## src/rtl/core/cmdopt_pkg.sv

```systemverilog
// shared constants, types and helpers for the command-line option finder
`timescale 1ns / 1ps

package cmdopt_pkg;

	localparam int unsigned NAME_BYTES   = 8;
	localparam int unsigned LENGTH_LIMIT = 4095;
	localparam int unsigned BUF_MAX      = 4096;

	localparam int unsigned POS_W  = $clog2(NAME_BYTES + 1);
	localparam int unsigned SEL_W  = (NAME_BYTES > 1) ? $clog2(NAME_BYTES) : 1;
	localparam int unsigned CNT_W  = 12;
	localparam int unsigned BSZ_W  = 13;
	localparam int unsigned NAME_W = 64;
	localparam int unsigned LEN_W  = 4;

	localparam int unsigned DATA_W = 64;
	localparam int unsigned ADDR_W = 5;
	localparam int unsigned IN_TDATA_W  = 8;
	localparam int unsigned OUT_TDATA_W = 24;

	localparam logic [7:0] CH_NUL = 8'h00;
	localparam logic [7:0] CH_EQ  = 8'h3d;
	localparam logic [7:0] CH_SP  = 8'h20;
	localparam logic [7:0] CH_HT  = 8'h09;
	localparam logic [7:0] CH_LF  = 8'h0a;
	localparam logic [7:0] CH_VT  = 8'h0b;
	localparam logic [7:0] CH_FF  = 8'h0c;
	localparam logic [7:0] CH_CR  = 8'h0d;

	typedef enum logic [1:0] {
		REG_NAME   = 2'd0,
		REG_LENGTH = 2'd1,
		REG_FLAG   = 2'd2,
		REG_BUFSZ  = 2'd3
	} reg_idx_t;

	typedef enum logic [2:0] {
		PH_SKIP  = 3'd0,
		PH_CMP   = 3'd1,
		PH_WORD  = 3'd2,
		PH_VALUE = 3'd3,
		PH_DONE  = 3'd4
	} phase_t;

	function automatic logic is_ws(input logic [7:0] c);
		return (c == CH_SP) || (c == CH_HT) || (c == CH_LF) ||
			(c == CH_VT) || (c == CH_FF) || (c == CH_CR);
	endfunction

endpackage

```

## src/rtl/core/command_line_option_finder_top.sv

```systemverilog
// command-line option finder: stream in characters, stream out value bytes and a final answer
//
// usage: characters of a command line enter on the s_ side, one item per character, a zero
// character ends the string. in value mode every value character of the first name=value word
// leaves on the m_ side with m_tuser low (subject to buffer_size); the zero character then
// produces one item with m_tuser high carrying found and the value length, counted up to
// 4095. in flag mode only the final item appears.
// an accepted character passes one input register and one result register on its way to
// its result on the m_ side, with the scan state updated in between.
// throughput is one character per cycle while the receiver does not stall, as the scan
// state takes one update per character between the input register and the result register.
// when the receiver stalls the result register holds its item; the input register still
// drains characters that give no result, and s_tready drops only once a character with a
// result waits behind a full result register.
// reset clears the scan state to whitespace skipping and loads the register defaults
// (option_length 1, flag_mode 0, buffer_size 256). registers sit at byte addresses 0, 8,
// 16 and 24 and must be written by the user only while the block is idle (not enforced).
`timescale 1ns / 1ps

module command_line_option_finder_top (
	input  logic                                 clk,
	input  logic                                 arst_n,
	// apb configuration
	input  logic                                 psel,
	input  logic                                 penable,
	input  logic                                 pwrite,
	input  logic [cmdopt_pkg::ADDR_W-1:0]        paddr,
	input  logic [cmdopt_pkg::DATA_W-1:0]        pwdata,
	output logic [cmdopt_pkg::DATA_W-1:0]        prdata,
	output logic                                 pready,
	// input items
	input  logic                                 s_tvalid,
	output logic                                 s_tready,
	input  logic [cmdopt_pkg::IN_TDATA_W-1:0]    s_tdata,  // [7:0] char_in
	// result items
	output logic                                 m_tvalid,
	input  logic                                 m_tready,
	output logic [cmdopt_pkg::OUT_TDATA_W-1:0]   m_tdata,  // [7:0] value_char, [8] found,
	                                                       // [20:9] value_length, [23:21] 0
	output logic                                 m_tuser   // is_final
);

	import cmdopt_pkg::*;

	// configuration registers
	logic [NAME_W-1:0] option_name_q;
	logic [LEN_W-1:0]  option_length_q;
	logic              flag_mode_q;
	logic [BSZ_W-1:0]  buffer_size_q;

	logic     cfg_wr;
	reg_idx_t cfg_idx;

	assign pready  = 1'b1;
	assign cfg_wr  = psel && penable && pwrite && pready;
	assign cfg_idx = reg_idx_t'(paddr[ADDR_W-1:3]);

	always_ff @(posedge clk or negedge arst_n) begin
		if (!arst_n) begin
			option_name_q   <= '0;
			option_length_q <= LEN_W'(1);
			flag_mode_q     <= 1'b0;
			buffer_size_q   <= BSZ_W'(256);
		end else if (cfg_wr) begin
			unique case (cfg_idx)
				REG_NAME:   option_name_q   <= pwdata[NAME_W-1:0];
				REG_LENGTH: option_length_q <= pwdata[LEN_W-1:0];
				REG_FLAG:   flag_mode_q     <= pwdata[0];
				REG_BUFSZ:  buffer_size_q   <= pwdata[BSZ_W-1:0];
				default:    ;
			endcase
		end
	end

	always_comb begin
		prdata = '0;
		unique case (cfg_idx)
			REG_NAME:   prdata = DATA_W'(option_name_q);
			REG_LENGTH: prdata = DATA_W'(option_length_q);
			REG_FLAG:   prdata = DATA_W'(flag_mode_q);
			REG_BUFSZ:  prdata = DATA_W'(buffer_size_q);
			default:    prdata = '0;
		endcase
	end

	// input register
	logic       valid_s1;
	logic [7:0] char_s1;
	logic       adv_s1;
	logic       has_res;

	// scan state
	phase_t           phase_q, phase_n;
	logic [POS_W-1:0] pos_q, pos_n;
	logic [CNT_W-1:0] cnt_q, cnt_n;

	// result register
	logic             out_valid_q;
	logic             res_final, res_found;
	logic [7:0]       res_char;
	logic [CNT_W-1:0] res_len;
	logic             final_q, found_q;
	logic [7:0]       vchar_q;
	logic [CNT_W-1:0] vlen_q;

	assign adv_s1   = valid_s1 && (!has_res || !out_valid_q || m_tready);
	assign s_tready = !valid_s1 || adv_s1;

	always_ff @(posedge clk or negedge arst_n) begin
		if (!arst_n) begin
			valid_s1 <= 1'b0;
		end else if (s_tready) begin
			valid_s1 <= s_tvalid;
		end
	end

	always_ff @(posedge clk) begin
		if (s_tready && s_tvalid) begin
			char_s1 <= s_tdata[7:0];
		end
	end

	// scan step
	logic [POS_W-1:0] len;
	logic [BSZ_W-1:0] bsz;
	logic             ws;
	logic [POS_W-1:0] eff_pos;
	logic [7:0]       name_byte;

	always_comb begin
		len = (option_length_q > LEN_W'(NAME_BYTES)) ? POS_W'(NAME_BYTES)
			: POS_W'(option_length_q);
		bsz = (buffer_size_q > BSZ_W'(BUF_MAX)) ? BSZ_W'(BUF_MAX) : buffer_size_q;
		ws  = is_ws(char_s1);
		eff_pos   = (phase_q == PH_SKIP) ? '0 : pos_q;
		name_byte = option_name_q[8*eff_pos[SEL_W-1:0] +: 8];

		phase_n   = phase_q;
		pos_n     = pos_q;
		cnt_n     = cnt_q;
		has_res   = 1'b0;
		res_final = 1'b0;
		res_found = 1'b0;
		res_char  = '0;
		res_len   = '0;

		if (char_s1 == CH_NUL) begin
			has_res   = 1'b1;
			res_final = 1'b1;
			if (phase_q == PH_VALUE || phase_q == PH_DONE) begin
				res_found = 1'b1;
				res_len   = cnt_q;
			end else if (phase_q == PH_CMP && flag_mode_q && pos_q >= len) begin
				res_found = 1'b1;
			end
			phase_n = PH_SKIP;
			pos_n   = '0;
			cnt_n   = '0;
		end else begin
			unique case (phase_q)
				PH_SKIP, PH_CMP: begin
					if (!(phase_q == PH_SKIP && ws)) begin
						pos_n = eff_pos;
						if (phase_q == PH_SKIP) begin
							cnt_n = '0;
						end
						if (eff_pos < len) begin
							if (char_s1 == name_byte) begin
								pos_n   = eff_pos + POS_W'(1);
								phase_n = PH_CMP;
							end else begin
								phase_n = ws ? PH_SKIP : PH_WORD;
							end
						end else if (!flag_mode_q && char_s1 == CH_EQ) begin
							phase_n = PH_VALUE;
							cnt_n   = '0;
						end else if (flag_mode_q && ws) begin
							phase_n = PH_DONE;
							cnt_n   = '0;
						end else begin
							phase_n = ws ? PH_SKIP : PH_WORD;
						end
					end
				end
				PH_WORD: begin
					if (ws) begin
						phase_n = PH_SKIP;
					end
				end
				PH_VALUE: begin
					if (ws) begin
						phase_n = PH_DONE;
					end else begin
						if (cnt_q < CNT_W'(LENGTH_LIMIT)) begin
							if (({1'b0, cnt_q} + BSZ_W'(1)) < bsz) begin
								has_res  = 1'b1;
								res_char = char_s1;
							end
							cnt_n = cnt_q + CNT_W'(1);
						end
					end
				end
				PH_DONE: ;
				default: phase_n = PH_SKIP;
			endcase
		end
	end

	always_ff @(posedge clk or negedge arst_n) begin
		if (!arst_n) begin
			phase_q <= PH_SKIP;
			pos_q   <= '0;
			cnt_q   <= '0;
		end else if (adv_s1) begin
			phase_q <= phase_n;
			pos_q   <= pos_n;
			cnt_q   <= cnt_n;
		end
	end

	always_ff @(posedge clk or negedge arst_n) begin
		if (!arst_n) begin
			out_valid_q <= 1'b0;
		end else if (adv_s1 && has_res) begin
			out_valid_q <= 1'b1;
		end else if (m_tready) begin
			out_valid_q <= 1'b0;
		end
	end

	always_ff @(posedge clk) begin
		if (adv_s1 && has_res) begin
			final_q <= res_final;
			found_q <= res_found;
			vchar_q <= res_char;
			vlen_q  <= res_len;
		end
	end

	assign m_tvalid = out_valid_q;
	assign m_tuser  = final_q;
	assign m_tdata  = {3'b000, vlen_q, found_q, vchar_q};

	// checks
	a_pos_range: assert property (@(posedge clk) disable iff (!arst_n)
		pos_q <= POS_W'(NAME_BYTES))
		else $error("name position beyond name bytes");

	a_cnt_range: assert property (@(posedge clk) disable iff (!arst_n)
		cnt_q <= CNT_W'(LENGTH_LIMIT))
		else $error("value count above limit");

	a_char_item_clean: assert property (@(posedge clk) disable iff (!arst_n)
		(m_tvalid && !m_tuser) |-> (m_tdata[20:8] == '0))
		else $error("value character item carries found or length");

	a_final_clears: assert property (@(posedge clk) disable iff (!arst_n)
		(adv_s1 && char_s1 == CH_NUL) |=> (phase_q == PH_SKIP && cnt_q == '0 && pos_q == '0))
		else $error("scan state not cleared after end of string");

	a_final_result: assert property (@(posedge clk) disable iff (!arst_n)
		(adv_s1 && char_s1 == CH_NUL) |=> (out_valid_q && final_q))
		else $error("end of string gave no final item");

endmodule
```

## config.mk

```make
export PLATFORM = sky130hd
export DESIGN_NAME = command_line_option_finder_top
export DESIGN_NICKNAME = d
export VERILOG_FILES = /design/src/rtl/core/cmdopt_pkg.sv /design/src/rtl/core/command_line_option_finder_top.sv
export SDC_FILE = /design/constraint.sdc
export NUM_CORES = 1
export LEC_CHECK = 0
export ABC_AREA = 1
export BUFFER_PORTS_ARGS = -buffer_cell sky130_fd_sc_hd__buf_4
export CAP_MARGIN = 25
export CORE_MARGIN = 5
export CORE_UTILIZATION = 55
export DETAILED_ROUTE_END_ITERATION = 8
export GPL_TIMING_DRIVEN = 0
export PLACE_DENSITY = 0.81
export SETUP_SLACK_MARGIN = 0.4
export SLEW_MARGIN = 30
export SYNTH_ARGS = -nofsm -noshare
export SYNTH_HDL_FRONTEND = slang
export SYNTH_SLANG_ARGS = --single-unit
```

## constraint.sdc

```tcl
create_clock -name clk -period 10.3 [get_ports clk]
set_clock_uncertainty 0.2 [all_clocks]
set_input_delay 0.515 -clock clk [delete_from_list [all_inputs] [get_ports clk]]
set_output_delay 0.515 -clock clk [all_outputs]
set_load 0.02 [all_outputs]
```

Word-level counts from Yosys, hierarchy flattened. Cells that the tools add are included.

Flip-flop bits (word level): 133. Logic and storage cells: 126.

$add $sub $neg: 3. Order comparisons: 6. Equal/unequal tests: 22. Shift-type cells: 1. Muxes and demuxes: 38. Bitwise logic cells: 3. Reductions and logical operators: 39.

Operators with widths (number): 64-bit one-hot mux with 4 select lines (1); 12-bit 2-to-1 mux (8); 64-bit by 7-bit indexed part select with 8-bit output (1); 8-bit by 4-bit equality test with 1-bit output, second input constant (5); 4-bit 2-to-1 mux (7); 12-bit one-hot mux with 2 select lines (1); 3-bit 2-to-1 mux (7); 8-bit by 6-bit equality test with 1-bit output, second input constant (2); 12-bit by 1-bit adder with 13-bit output, second input constant (1); 13-bit > comparator, second input constant (1); 13-bit < comparator (1); 13-bit 2-to-1 mux (1); 12-bit by 1-bit adder with 12-bit output, second input constant (1); 12-bit < comparator, second input constant (1); 3-bit != test, second input constant (4); 3-bit one-hot mux with 4 select lines (1); 1-bit logical AND (10); 1-bit 2-to-1 mux (10); 2-bit AND reduction (5); 5-bit AND reduction (2); 1-bit logical OR (9); 8-bit equality test (1); 8-bit zero test (1); 3-bit by 2-bit equality test with 1-bit output, second input constant (2); other kinds (20) (29).

Depth between registers and ports, before layout. Gate-level depths: netlist of the first run.

Depth after elaboration: 15. Depth in mapped cells: 19.

Least setup slack after synthesis of the first run. No wires, ideal clock.

Path kind: register to register. From: register cnt_q[4]. To: register found_q, enable pin. Setup time: 0.377 ns. Arrival time: 2.748 ns. Required time: 9.723 ns. Path slack: 6.976 ns. Stages on the path, launching flop included: 15. Buffers on the path: 0. Cell sequence: dfrtp_1 inv_1 nor4_1 nand4_1 xor2_1 inv_1 ha_1 nand4_1 nor3_1 nand2_1 nand4_1 nand2_1 a21boi_2 nand2_1 inv_1.

Word-level cells in the longest chain between the ends: 12. Elaborated cells on any way between the ends: 13.

RTL lines: from (decl) (RTL line command_line_option_finder_top.sv:95) `logic [CNT_W-1:0] cnt_q, cnt_n;`; from (signal assigned) (RTL line command_line_option_finder_top.sv:217) `cnt_q <= cnt_n;`; 12-bit by 1-bit adder with 13-bit output (RTL line command_line_option_finder_top.sv:195) `if (({1'b0, cnt_q} + BSZ_W'(1)) < bsz) begin`; 13-bit < comparator (RTL line command_line_option_finder_top.sv:195); 1-bit 2-to-1 mux (RTL line command_line_option_finder_top.sv:195); 1-bit 2-to-1 mux * (RTL line command_line_option_finder_top.sv:194) `if (cnt_q < CNT_W'(LENGTH_LIMIT)) begin`; 1-bit 2-to-1 mux * (RTL line command_line_option_finder_top.sv:191) `if (ws) begin`; 1-bit 2-to-1 mux * (RTL line command_line_option_finder_top.sv:160) `unique case (phase_q)`; 1-bit 2-to-1 mux * (RTL line command_line_option_finder_top.sv:147) `if (char_s1 == CH_NUL) begin`; 1-bit zero test (RTL line command_line_option_finder_top.sv:106) `assign adv_s1 = valid_s1 && (!has_res || !out_valid_q || m_tready);`; 1-bit logical OR (2 in series) (RTL line command_line_option_finder_top.sv:106); 1-bit logical AND (RTL line command_line_option_finder_top.sv:106); 1-bit logical AND * (RTL line command_line_option_finder_top.sv:232) `if (adv_s1 && has_res) begin`; to (signal assigned) (RTL line command_line_option_finder_top.sv:234) `found_q <= res_found;`; to (decl) (RTL line command_line_option_finder_top.sv:102) `logic final_q, found_q;`.

Mark *: on every way between the ends. The rest lies on a longest branch, timed or not. A chain may end at the register's enable or synchronous reset.

Worst setup path after layout of the first run.
From: register cnt_q[2]. To: output s_tready.

Word-level cells in the longest chain between the ends: 12. Elaborated cells on any way between the ends: 13.

RTL lines: 12-bit by 1-bit adder with 13-bit output (RTL line command_line_option_finder_top.sv:195); 13-bit < comparator (RTL line command_line_option_finder_top.sv:195); 1-bit 2-to-1 mux (RTL line command_line_option_finder_top.sv:195); 1-bit 2-to-1 mux * (RTL line command_line_option_finder_top.sv:194); 1-bit 2-to-1 mux * (RTL line command_line_option_finder_top.sv:191); 1-bit 2-to-1 mux * (RTL line command_line_option_finder_top.sv:160); 1-bit 2-to-1 mux * (RTL line command_line_option_finder_top.sv:147); 1-bit zero test * (RTL line command_line_option_finder_top.sv:106); 1-bit logical OR * (2 in series) (RTL line command_line_option_finder_top.sv:106); 1-bit logical AND * (RTL line command_line_option_finder_top.sv:106); 1-bit logical OR * (RTL line command_line_option_finder_top.sv:107) `assign s_tready = !valid_s1 || adv_s1;`; to (decl) (RTL line command_line_option_finder_top.sv:33) `output logic s_tready,`.

Marked as above.

==> results of run 1 <==
[cell families (layout without fill, tap and decap cells)]
kind of cell	Yosys count	in the layout
flops	133	133
compound gates	157	157
buf+inv	188	388
fa+ha+maj	21	21
other cells	2	4
simple gates	524	524
xor+xnor	9	9
[cell usage in the layout, fill, tap and decap left out, types with 2 or more instances in the layout]
master,Yosys,layout
clkinv_4,0,2
ha_1,21,21
clkbuf_1,25,26
o211ai_1,6,6
a21oi_1,66,66
buf_6,5,5
o21a_1,2,2
nand2_8,4,4
conb_1,2,4
nand3_1,90,90
nand2_1,234,234
a41oi_1,7,7
inv_4,1,2
clkbuf_16,0,19
inv_1,132,132
o21ai_1,8,8
nand3_2,2,2
clkinv_2,1,6
o22ai_1,5,5
o21ai_0,58,58
buf_4,9,176
xor2_1,9,9
buf_1,2,2
nor2_2,2,2
inv_2,7,7
nand4_1,14,14
clkbuf_8,0,2
dfstp_2,2,2
nor3_1,7,7
dfrtp_1,101,101
edfxtp_1,30,30
nor2_4,4,4
nor2_1,149,149
nand2_2,8,8
buf_2,4,4
nor4_1,5,5
[stage by stage]
stage / hold WS [ns] / worst slack [ns] / cells / total power [W]
after floorplan: 0.01941 / 6.976 / 1036 / 0.0009508
after global placement: 0.2680 / 6.344 / 1384 / 0.001104
after detailed placement: 0.2765 / 6.262 / 1384 / 0.001117
after CTS: 0.05820 / 6.115 / 1416 / 0.001712
after global routing: 0.06126 / 5.839 / 1416 / 0.001799
final: 0.002708 / 6.064 / 1416 / 0.001719
[critical path, stage by stage (launching register included)]
cell and delay, ns:
dfrtp_1 0.39, inv_1 0.11, nor3_1 0.55, nand4_1 0.25
o31ai_1 0.26, nand2_1 0.12, inv_1 0.08, ha_1 0.25
nand4_1 0.14, inv_1 0.05, a21oi_1 0.20, nand4_1 0.21
nand2_1 0.17, nand3_1 0.14, buf_4 0.19
[routing by layer]
layer,vias up,GRT usage (%)
li1,3717,-
met1,3592,37.96
met2,421,45.40
met3,69,6.348
met4,0,11.12
met5,-,0
[where the power goes]
group | switching, W | total (W) | internal [W]
Sequential | 0.0000585 | 0.000670 | 0.000611
Combinational | 0.000290 | 0.000449 | 0.000159
Clock | 0.000233 | 0.000600 | 0.000366
Total | 0.000582 | 0.00172 | 0.00114
[final timing paths]
kind | slack [ns] | from | depth (start not counted) | to
worst max register to register | 6.16 | cnt_q[2]$_DFFE_PN0P_ | 15 | vchar_q[3]$_SDFFCE_PP0P_
max in group asynchronous | 9.35 | arst_n | 1 | option_name_q[30]$_DFFE_PN0P_
worst min register to register | 0.29 | option_name_q[5]$_DFFE_PN0P_ | 2 | option_name_q[5]$_DFFE_PN0P_
worst max-delay path | 6.06 | cnt_q[2]$_DFFE_PN0P_ | 14 | s_tready
min in group clk | 0.07 | s_tdata[1] | 1 | char_s1[1]$_DFFE_PP_
worst min-delay path | 0.003 | arst_n | 1 | buffer_size_q[10]$_DFFE_PN0P_
[sequential cells by signal, summed over array words and instances, names as in the netlist, 3 cells and up]
name,cells
buffer_size_q,13
char_s1,8
cnt_q,12
option_length_q,4
option_name_q,64
phase_q,3
pos_q,4
vchar_q,8
vlen_q,12
[area by class of cell]
class | instances | area [sq um]
Buffer | 46 | 265.3
Clock buffer | 21 | 493.0
Clock inverter | 11 | 95.09
Fill cell | 1138 | 4003
Inverter | 142 | 536.8
Multi-Input combinational cell | 715 | 3515
Sequential cell | 133 | 3481
Tap cell | 180 | 225.2
Timing Repair Buffer | 168 | 1267
==> out/results.tsv, run 1 <==
stage	metric	value	unit
timing	fmax	236.1	MHz
synth	synth_compound_area_share	11.05	%
synth	ys_ff_latch	133	
global_route	grt_max_degree	104	
detailed_routing	dr.max_layer_used	met4	
worst_setup_path	end_kind	primary output	
clock_tree	clockBufferDepth	2	
timing	drv_slew	0	
detailed_routing	wl_met1	9.241	mm
clock_tree	cts_buffers	17	
synth	async_reset_ff_share	77.44	%
clock_tree	numClockSinks	133	
worst_setup_path	critPathKind	reg2out	
worst_setup_path	cp_max_fo	5	
clock_tree	clkLatencyLatePin	0.42	ns
worst_setup_path	cp.required	9.59	ns
synth	synth.most_common_cell	nand2_1	
placed_design	postPlaceCellArea	9288	sq um
timing	slew_headroom	45.45	%
die	fp.dieW	129.0	um
detailed_routing	drc_errors	0	
global_route	grt_pass1_vias	7532	
timing	tightest_slew	0.8183	ns
hold_path	hold_class	in2async	
timing	rsz0062_at_grt	false	
power_and_ir_drop	p_per_area	174.0	nW/um^2
synth	synthCells	1034	
clock_tree	ctsHoldBuffers	0	
synth	synth_common_cells	234 x nand2_1, 149 x nor2_1, 132 x inv_1	
die	initial_utilization	56.12	%
die	core	13880	sq um
detailed_routing	via_per_inst	5.508	
cells_and_area	syn2layout_area_growth	26.81	%
detailed_routing	wl_met3	2.254	mm
synth	synth_top_family_by_area	simple AND/OR/NAND/NOR gates	
global_route	grt_pass1_wl	37.30	mm
synth	synth_fa_ha_area_share	3.373	%
detailed_routing	routed-wl-met2	10.98	mm
clock_tree	cts_root_buf	clkbuf_16	
synth	synth_warnings	0	
clock_tree	clk_pin_slew	0.06	ns
worst_setup_path	crit_path_start_kind	register	
power_and_ir_drop	peakVddDrop	0.1248	mV
detailed_routing	wirelength	23.13	mm
placed_design	dpl.hpwl	17.58	mm
synth	synth-simple-area-share	29.49	%
cells_and_area	final_area	9878	sq um
global_route	grt_antenna_before_repair	0	
die	fp.dieH	129.0	um
synth	synth_area	7790	sq um
die	pin_count	176	
status	run_status	finished, final reports clean	
synth	synth_mux_area_share	0	%
detailed_routing	avgRoutedWirePerCell	16.34	um
clock_tree	cts_tree	built	
clock_tree	htreeDepth	4	
cells_and_area	drive_gt1_share	20.47	%
synth	ys.flop_type	dfrtp_1	
cells_and_area	nets	1328	
synth	synth-edff-count	30	
job	cap_violations	0	
timing	hold_violations	0	
timing	post-route-period-util	41.12	%
global_route	overflow	0	
timing	final.setup.tns	0	ns
clock_tree	cts_resized	0	
global_route	grtUsageTotal	28.41	%
detailed_routing	firstDrtPassIters	6	
synth	synth_cell_types	45	
synth	synth-xor-area-share	1.012	%
synth	synth_area_leaders	dfrtp_1 32%, edfxtp_1 12%, nand2_1 11%, nor2_1 7.2%, inv_1 6.4%	
timing	finalSetupViolations	0	
synth	avgSynthCellArea	7.534	sq um
detailed_routing	vias	7799	
detailed_routing	drtIter0Drc	850	
power_and_ir_drop	leakagePower	5.141	nW
synth	yosys.area.top_type	dfrtp_1	
synth	seq_area_frac_synth	44.68	%
die	rows	43	
cells_and_area	final_util	71.16	%
placed_design	port_buffers	168	
worst_setup_path	arrival	3.52	ns
synth	synth_top_area_share	32.44	%
placed_design	gp_congestion	0.9400	
cells_and_area	antenna_cells	0	
timing	period_minus_slack	4.236	ns
die	dieArea	16640	sq um
clock_tree	postCtsSetupBuffers	0	
detailed_routing	postRouteAntennaNets	0	
Note: power is estimated with default switching activity, not from simulation.
==> run 2, diff against run 1 <==
--- a/config.mk
+++ b/config.mk
@@ -9,10 +9,10 @@
 export BUFFER_PORTS_ARGS = -buffer_cell sky130_fd_sc_hd__buf_4
 export CAP_MARGIN = 25
 export CORE_MARGIN = 5
-export CORE_UTILIZATION = 55
+export CORE_UTILIZATION = 50
 export DETAILED_ROUTE_END_ITERATION = 8
 export GPL_TIMING_DRIVEN = 0
-export PLACE_DENSITY = 0.81
+export PLACE_DENSITY = 0.78
 export SETUP_SLACK_MARGIN = 0.4
 export SLEW_MARGIN = 30
 export SYNTH_ARGS = -nofsm -noshare
==> constraint.sdc (replaced) <==
create_clock -name clk -period 3.6 [get_ports clk]
set_clock_uncertainty 0.2 [all_clocks]
set_input_delay 0.18 -clock clk [delete_from_list [all_inputs] [get_ports clk]]
set_output_delay 0.18 -clock clk [all_outputs]
set_load 0.02 [all_outputs]
==> out/results.tsv, run 2 (same netlist as run 1, synthesis figures left out) <==
stage	metric	value	unit	change
global_route	grt_pass1_wl	41.01	mm	+9.9%
cells_and_area	final_area	11270	sq um	+14%
worst_setup_path	cp.required	3.22	ns	-6.37 ns
timing	tightest_slew	0.8622	ns	+0.04394 ns
cells_and_area	layout_common_cells	209 x nand2_1, 190 x buf_4, 141 x nor2_1, 129 x inv_1, 98 x dfrtp_1		
detailed_routing	firstDrtPassIters	7		+1
die	rows	45		+4.7%
timing	post-route-period-util	99.42	%	
cells_and_area	syn2layout_area_growth	44.65	%	
die	initial_utilization	51.05	%	-5.1 points
clock_tree	clkLatencyLatePin	0.43	ns	about the same
global_route	grt_pass1_vias	8093		+7.4%
worst_setup_path	cp_max_fo	4		-1
clock_tree	clk_pin_slew	0.06	ns	about the same
worst_setup_path	arrival	3.20	ns	-0.32 ns
worst_setup_path	r2r_start	buffer_size_q[6]$_DFFE_PN0P_		
job	cap_violations	0		unchanged
timing	slew_headroom	42.52	%	-2.9 points
placed_design	gp_congestion	0.9123		-2.9%
detailed_routing	avgRoutedWirePerCell	17.31	um	+6.0%
power_and_ir_drop	leakagePower	5.669	nW	+10%
clock_tree	cts_buffers	17		unchanged
clock_tree	numClockSinks	133		unchanged
worst_setup_path	rr_worst_depth	16		+1
global_route	overflow	0		unchanged
worst_setup_path	crit_path_start_kind	register		
cells_and_area	antenna_cells	0		unchanged
global_route	grt_max_degree	104		unchanged
placed_design	port_buffers	168		unchanged
worst_setup_path	end_kind	primary output		
cells_and_area	top_register	option_name_q		
detailed_routing	dr.max_layer_used	met4		
detailed_routing	drc_errors	0		unchanged
cells_and_area	drive_gt1_share	25.45	%	+5.0 points
timing	period_minus_slack	3.579	ns	
worst_setup_path	endpoint	s_tready		
cells_and_area	reg_top3	option_name_q (64), buffer_size_q (13)		
die	pin_count	176		unchanged
die	core	15260	sq um	+9.9%
clock_tree	clockBufferDepth	2		unchanged
detailed_routing	routed-wl-met2	13.00	mm	+18%
cells_and_area	final_common_cell	nand2_1		
worst_setup_path	timing.rr.end	found_q$_SDFFCE_PN0P_		
detailed_routing	wirelength	26.85	mm	+16%
clock_tree	cts_tree	built		
worst_setup_path	r2r_slack	0.06	ns	-6.10 ns
timing	fmax	279.4	MHz	
detailed_routing	wl_met3	2.369	mm	+5.1%
die	fp.dieH	134.8	um	+4.5%
die	fp.dieW	134.8	um	+4.5%
cells_and_area	fillers	1126		-1.1%
timing	drv_slew	0		unchanged
power_and_ir_drop	peakVddDrop	0.3738	mV	+200%
clock_tree	cts_root_buf	clkbuf_16		
timing	final.setup.tns	0	ns	unchanged
timing	rsz0062_at_grt	true		
power_and_ir_drop	power	0.005043	W	+190%
detailed_routing	wl_met1	10.37	mm	+12%
placed_design	dp_cells	1415		+2.2%
worst_setup_path	crit_start	cnt_q[2]$_DFFE_PN0P_		
status	run_status	finished, final reports clean		
timing	finalSetupViolations	0		unchanged
hold_path	hold_class	in2async		
power_and_ir_drop	p_per_area	447.6	nW/um^2	+160%
global_route	grt_antenna_before_repair	0		unchanged
placed_design	postPlaceCellArea	9330	sq um	+0.46%
cells_and_area	nets	1432		+7.8%
placed_design	dpl.hpwl	17.94	mm	+2.1%
cells_and_area	final_util	73.85	%	+2.7 points
global_route	grtUsageTotal	28.53	%	+0.12 points
worst_setup_path	critPathKind	reg2out		
detailed_routing	vias	8422		+8.0%
cells_and_area	largest_reg_flops	64		unchanged
die	dieArea	18180	sq um	+9.2%
detailed_routing	via_per_inst	5.430		-1.4%
cells_and_area	fin_cells	1551		+9.5%
detailed_routing	drtIter0Drc	983		+16%
clock_tree	htreeDepth	4		unchanged
timing	hold_violations	0		unchanged
detailed_routing	postRouteAntennaNets	0		unchanged
-- run 2: what timing repair did --
action / CTS / global route
hold buffers: 78 / 0
endpoints found under the hold margin: 193 / 0
setup endpoints to repair: 60 / 60
pin swaps: 13 / 35
gates resized for setup: 39 / 77
cloned: 3 / 1
setup buffers: 14 / 8
-- run 2: area by class of cell --
| class | instances | area (sq um) | share of cell area, % |
|---|---|---|---|
| Tap cell | 211 | 264.0 | 2.343 |
| Timing Repair inverter | 2 | 15.01 | 0.1332 |
| Sequential cell | 133 | 3485 | 30.92 |
| Clock inverter | 12 | 81.33 | 0.7217 |
| Clock buffer | 20 | 456.7 | 4.053 |
| Inverter | 142 | 555.5 | 4.930 |
| Buffer | 46 | 296.5 | 2.632 |
| Multi-Input combinational cell | 716 | 3851 | 34.18 |
| Timing Repair Buffer | 269 | 2263 | 20.09 |
-- run 2: metrics by stage --
step	setup WS [ns]	hold WS, ns
after floorplan	0.4159	-0.3156
after global placement	-0.2276	0.1624
after detailed placement	-0.3000	0.1620
after CTS	0.1071	0.1784
after global routing	-0.2264	0.2351
final	0.02073	0.1981
-- run 2: how the worst min path moves through the flow --
stage / from / endpoint / depth (start not counted)
4_1_cts: penable / option_length_q[0]$_DFFE_PN1P_ / 4
3_5_place_dp: s_tdata[4] / char_s1[4]$_DFFE_PP_ / 1
3_3_place_gp: s_tdata[4] / char_s1[4]$_DFFE_PP_ / 1
6_report: arst_n / option_name_q[11]$_DFFE_PN0P_ / 2
2_1_floorplan: arst_n / buffer_size_q[0]$_DFFE_PN0P_ / 0
5_1_grt: penable / option_length_q[0]$_DFFE_PN1P_ / 4
-- run 2: worst max-delay path: stages, from the launching register on --
cell     delay (ns)
dfrtp_1        0.41
inv_1          0.13
nor3_4         0.23
nand4_1        0.18
o31ai_1        0.33
nand2_1        0.15
inv_1          0.10
ha_1           0.25
nand4_1        0.14
inv_1          0.07
a21oi_2        0.15
nand4_1        0.20
nand2_2        0.18
nand3_2        0.11
buf_6          0.15
-- run 2: power by group --
part	switching [W]	leakage, nW	total [W]	internal [W]
combinational	0.000936	3.93	0.00153	0.000593
sequential	0.000174	1.47	0.00192	0.00175
clock	0.000679	0.266	0.00159	0.000912
total	0.00179	5.67	0.00504	0.00325
-- run 2: metal layers --
| layer | global-route usage (%) | up-vias |
|---|---|---|
| met4 | 12.84 | 0 |
| met2 | 46.89 | 479 |
| met1 | 35.88 | 3926 |
| met3 | 6.706 | 99 |
| li1 | - | 3918 |
| met5 | 0 | - |
==> run 3, diff against run 2 <==
--- a/config.mk
+++ b/config.mk
@@ -9,11 +9,12 @@
 export BUFFER_PORTS_ARGS = -buffer_cell sky130_fd_sc_hd__buf_4
 export CAP_MARGIN = 25
 export CORE_MARGIN = 5
-export CORE_UTILIZATION = 50
+export CORE_UTILIZATION = 45
 export DETAILED_ROUTE_END_ITERATION = 8
 export GPL_TIMING_DRIVEN = 0
-export PLACE_DENSITY = 0.78
+export PLACE_DENSITY = 0.68
 export SETUP_SLACK_MARGIN = 0.4
+export SKIP_CTS_REPAIR_TIMING = 1
 export SLEW_MARGIN = 30
 export SYNTH_ARGS = -nofsm -noshare
 export SYNTH_HDL_FRONTEND = slang
==> constraint.sdc (replaced) <==
create_clock -name clk -period 4.56 [get_ports clk]
set_clock_uncertainty 0.2 [all_clocks]
set_input_delay 0.228 -clock clk [delete_from_list [all_inputs] [get_ports clk]]
set_output_delay 0.228 -clock clk [all_outputs]
set_load 0.02 [all_outputs]
==> out/results.tsv, run 3 (same netlist as run 1, synthesis figures left out) <==
stage	metric	value	unit	change
status	run_status	finished with violations		
status	violations	negative hold slack		
timing	drv_slew	0		unchanged
power_and_ir_drop	p_seq_share	37.9	%	-0.2 points
worst_setup_path	max_stage_delay	0.45	ns	+0.04 ns
clock_tree	cts_root_buf	clkbuf_16		
timing	hold_violations	1		+1
placed_design	gp_congestion	0.9341		+2.4%
worst_setup_path	rr_worst_depth	15		-1
cells_and_area	reg_top3	option_name_q (64), buffer_size_q (13)		
cells_and_area	antenna_cells	0		unchanged
timing	slew_headroom	44.26	%	+1.7 points
worst_setup_path	arrival	3.62	ns	+0.42 ns
die	core	17120	sq um	+12%
cells_and_area	largest_reg_flops	64		unchanged
die	pin_count	176		unchanged
worst_setup_path	timing.rr.end	vlen_q[6]$_SDFFCE_PN0P_		
timing	fin_ws	0.7958	ns	+0.7751 ns
cells_and_area	fillers	1508		+34%
power_and_ir_drop	p_clk_share	35.6	%	+4.0 points
placed_design	dp_slack	0.4459	ns	+0.7458 ns
power_and_ir_drop	leakagePower	5.458	nW	-3.7%
worst_setup_path	endpoint	vlen_q[6]$_SDFFCE_PN0P_		
timing	final.setup.tns	0	ns	unchanged
timing	tightest_slew	0.8361	ns	-0.02612 ns
global_route	grt_pass1_wl	37.27	mm	-9.1%
clock_tree	cts_tree	built		
worst_setup_path	end_kind	register		
detailed_routing	drtIter0Drc	706		-28%
clock_tree	htreeDepth	4		unchanged
power_and_ir_drop	p_per_area	372.0	nW/um^2	-17%
global_route	grt_antenna_before_repair	0		unchanged
cells_and_area	layout_common_cells	234 x nand2_1, 176 x buf_4, 149 x nor2_1, 131 x inv_1, 101 x dfrtp_1		
clock_tree	clk_pin_slew	0.06	ns	about the same
worst_setup_path	slowest_stage	dfrtp_1		
worst_setup_path	cp_max_fo	22		+18
global_route	overflow	0		unchanged
job	cap_violations	0		unchanged
detailed_routing	dr.max_layer_used	met4		
detailed_routing	vias	7788		-7.5%
clock_tree	cts_buffers	17		unchanged
detailed_routing	wl_met1	10.59	mm	+2.1%
detailed_routing	drc_errors	0		unchanged
power_and_ir_drop	p_comb_share	26.6	%	-3.7 points
global_route	grtUsageTotal	23.40	%	-5.1 points
timing	post-route-period-util	82.55	%	
clock_tree	numClockSinks	133		unchanged
power_and_ir_drop	p_sw_share	33.74	%	-1.7 points
power_and_ir_drop	p_switching	0.001349	W	-25%
cells_and_area	nets	1404		-2.0%
global_route	grt_max_degree	104		unchanged
timing	period_minus_slack	3.764	ns	
placed_design	port_buffers	168		unchanged
timing	rsz0062_at_grt	false		
worst_setup_path	crit_start	cnt_q[4]$_DFFE_PN0P_		
detailed_routing	wirelength	24.21	mm	-9.8%
detailed_routing	firstDrtPassIters	6		-1
cells_and_area	register_area	3481	sq um	-0.11%
die	fp.dieH	141.6	um	+5.0%
timing	fin_hold_ws	-0.03918	ns	-0.2373 ns
global_route	grt_pass1_vias	7266		-10%
cells_and_area	multiInputGateArea	3526	sq um	-8.4%
timing	fmax	265.7	MHz	
worst_setup_path	crit_path_start_kind	register		
cells_and_area	syn2layout_area_growth	37.95	%	
worst_setup_path	critPathKind	reg2reg		
detailed_routing	wl_met3	1.862	mm	-21%
die	fp.dieW	141.6	um	+5.0%
worst_setup_path	r2r_slack	0.80	ns	+0.74 ns
worst_setup_path	r2r_start	cnt_q[4]$_DFFE_PN0P_		
die	rows	48		+6.7%
die	dieArea	20040	sq um	+10%
cells_and_area	drive_gt1_share	19.59	%	-5.9 points
worst_setup_path	cp.required	4.42	ns	+1.20 ns
clock_tree	clockBufferDepth	2		unchanged
detailed_routing	avgRoutedWirePerCell	15.75	um	-9.0%
cells_and_area	final_common_cell	nand2_1		
die	initial_utilization	45.51	%	-5.5 points
detailed_routing	postRouteAntennaNets	0		unchanged
timing	finalSetupViolations	0		unchanged
power_and_ir_drop	p_int	0.002649	W	-19%
cells_and_area	top_register	option_name_q		
worst_setup_path	crit_chain	inv_1, nor4_2, nand4_1, o31ai_1, nand2_1, inv_1, ha_1, nand4_1, inv_1, a21oi_1, nand4_1, nand2_1, a21boi_2, nand2_1, clkinvlp_4		
clock_tree	clkLatencyLatePin	0.43	ns	about the same
placed_design	dpl.hpwl	17.72	mm	-1.3%
hold_path	hold_class	in2reg		
power_and_ir_drop	peakVddDrop	0.2763	mV	-26%
detailed_routing	routed-wl-met2	11.20	mm	-14%
detailed_routing	via_per_inst	5.067		-6.7%
-- run 3: routing by layer --
metal | GRT usage, % | vias to the layer above
met5 | 0 | -
met4 | 6.667 | 0
met3 | 5.999 | 47
met2 | 35.80 | 314
met1 | 33.04 | 3559
li1 | - | 3868
-- run 3: worst min path at each step --
stage	cells past startpoint	to	from	slack, ns
after global placement	1	char_s1[0]$_DFFE_PP_	s_tdata[0]	0.21
after global routing	4	flag_mode_q$_DFFE_PN0P_	paddr[3]	0.02
after CTS	1	option_name_q[10]$_DFFE_PN0P_	arst_n	-0.23
after detailed placement	1	char_s1[5]$_DFFE_PP_	s_tdata[5]	0.21
after floorplan	0	buffer_size_q[0]$_DFFE_PN0P_	arst_n	-0.27
final	4	flag_mode_q$_DFFE_PN0P_	paddr[3]	-0.04
-- run 3: worst max-delay path: cells and delay by family, from the launching register on --
family	cells	cell delay, ns
adders and majority gates	1	0.24
and+or+nand+nor	7	1.31
DFF	1	0.45
AOI/OAI and AO/OA	3	0.54
buffers and inverters	4	0.65
-- run 3: cell type report --
type                            instances  share of cell area [%]
Sequential cell                       133                   32.39
Buffer                                 46                   2.468
Inverter                              142                   5.030
Clock buffer                           21                   4.785
Multi-Input combinational cell        715                   32.81
Timing Repair Buffer                  244                   18.87
Clock inverter                         11                   1.025
Tap cell                              225                   2.620
-- run 3: power groups by stage --
stage	clock network (W)	registers [W]	logic (W)
after floorplan	0	0.00148	0.000669
after global placement	0	0.00153	0.000985
after detailed placement	0	0.00153	0.000997
after CTS	0.00144	0.00151	0.00100
after global routing	0.00149	0.00153	0.00118
final	0.00142	0.00151	0.00106
-- run 3: metrics by stage --
stage / power (W) / hold slack, ns / utilization, % / cell area [sq um] / std cells
3_3_place_gp: 0.002512 / 0.2147 / 54.57 / 9340 / 1429
6_report: 0.003998 / -0.03918 / 62.79 / 10750 / 1537
3_5_place_dp: 0.002529 / 0.2075 / 54.59 / 9344 / 1429
2_1_floorplan: 0.002147 / -0.2676 / - / 7797 / 1036
4_1_cts: 0.003949 / -0.2336 / 58.24 / 9968 / 1461
5_1_grt: 0.004198 / 0.02404 / 62.79 / 10750 / 1537
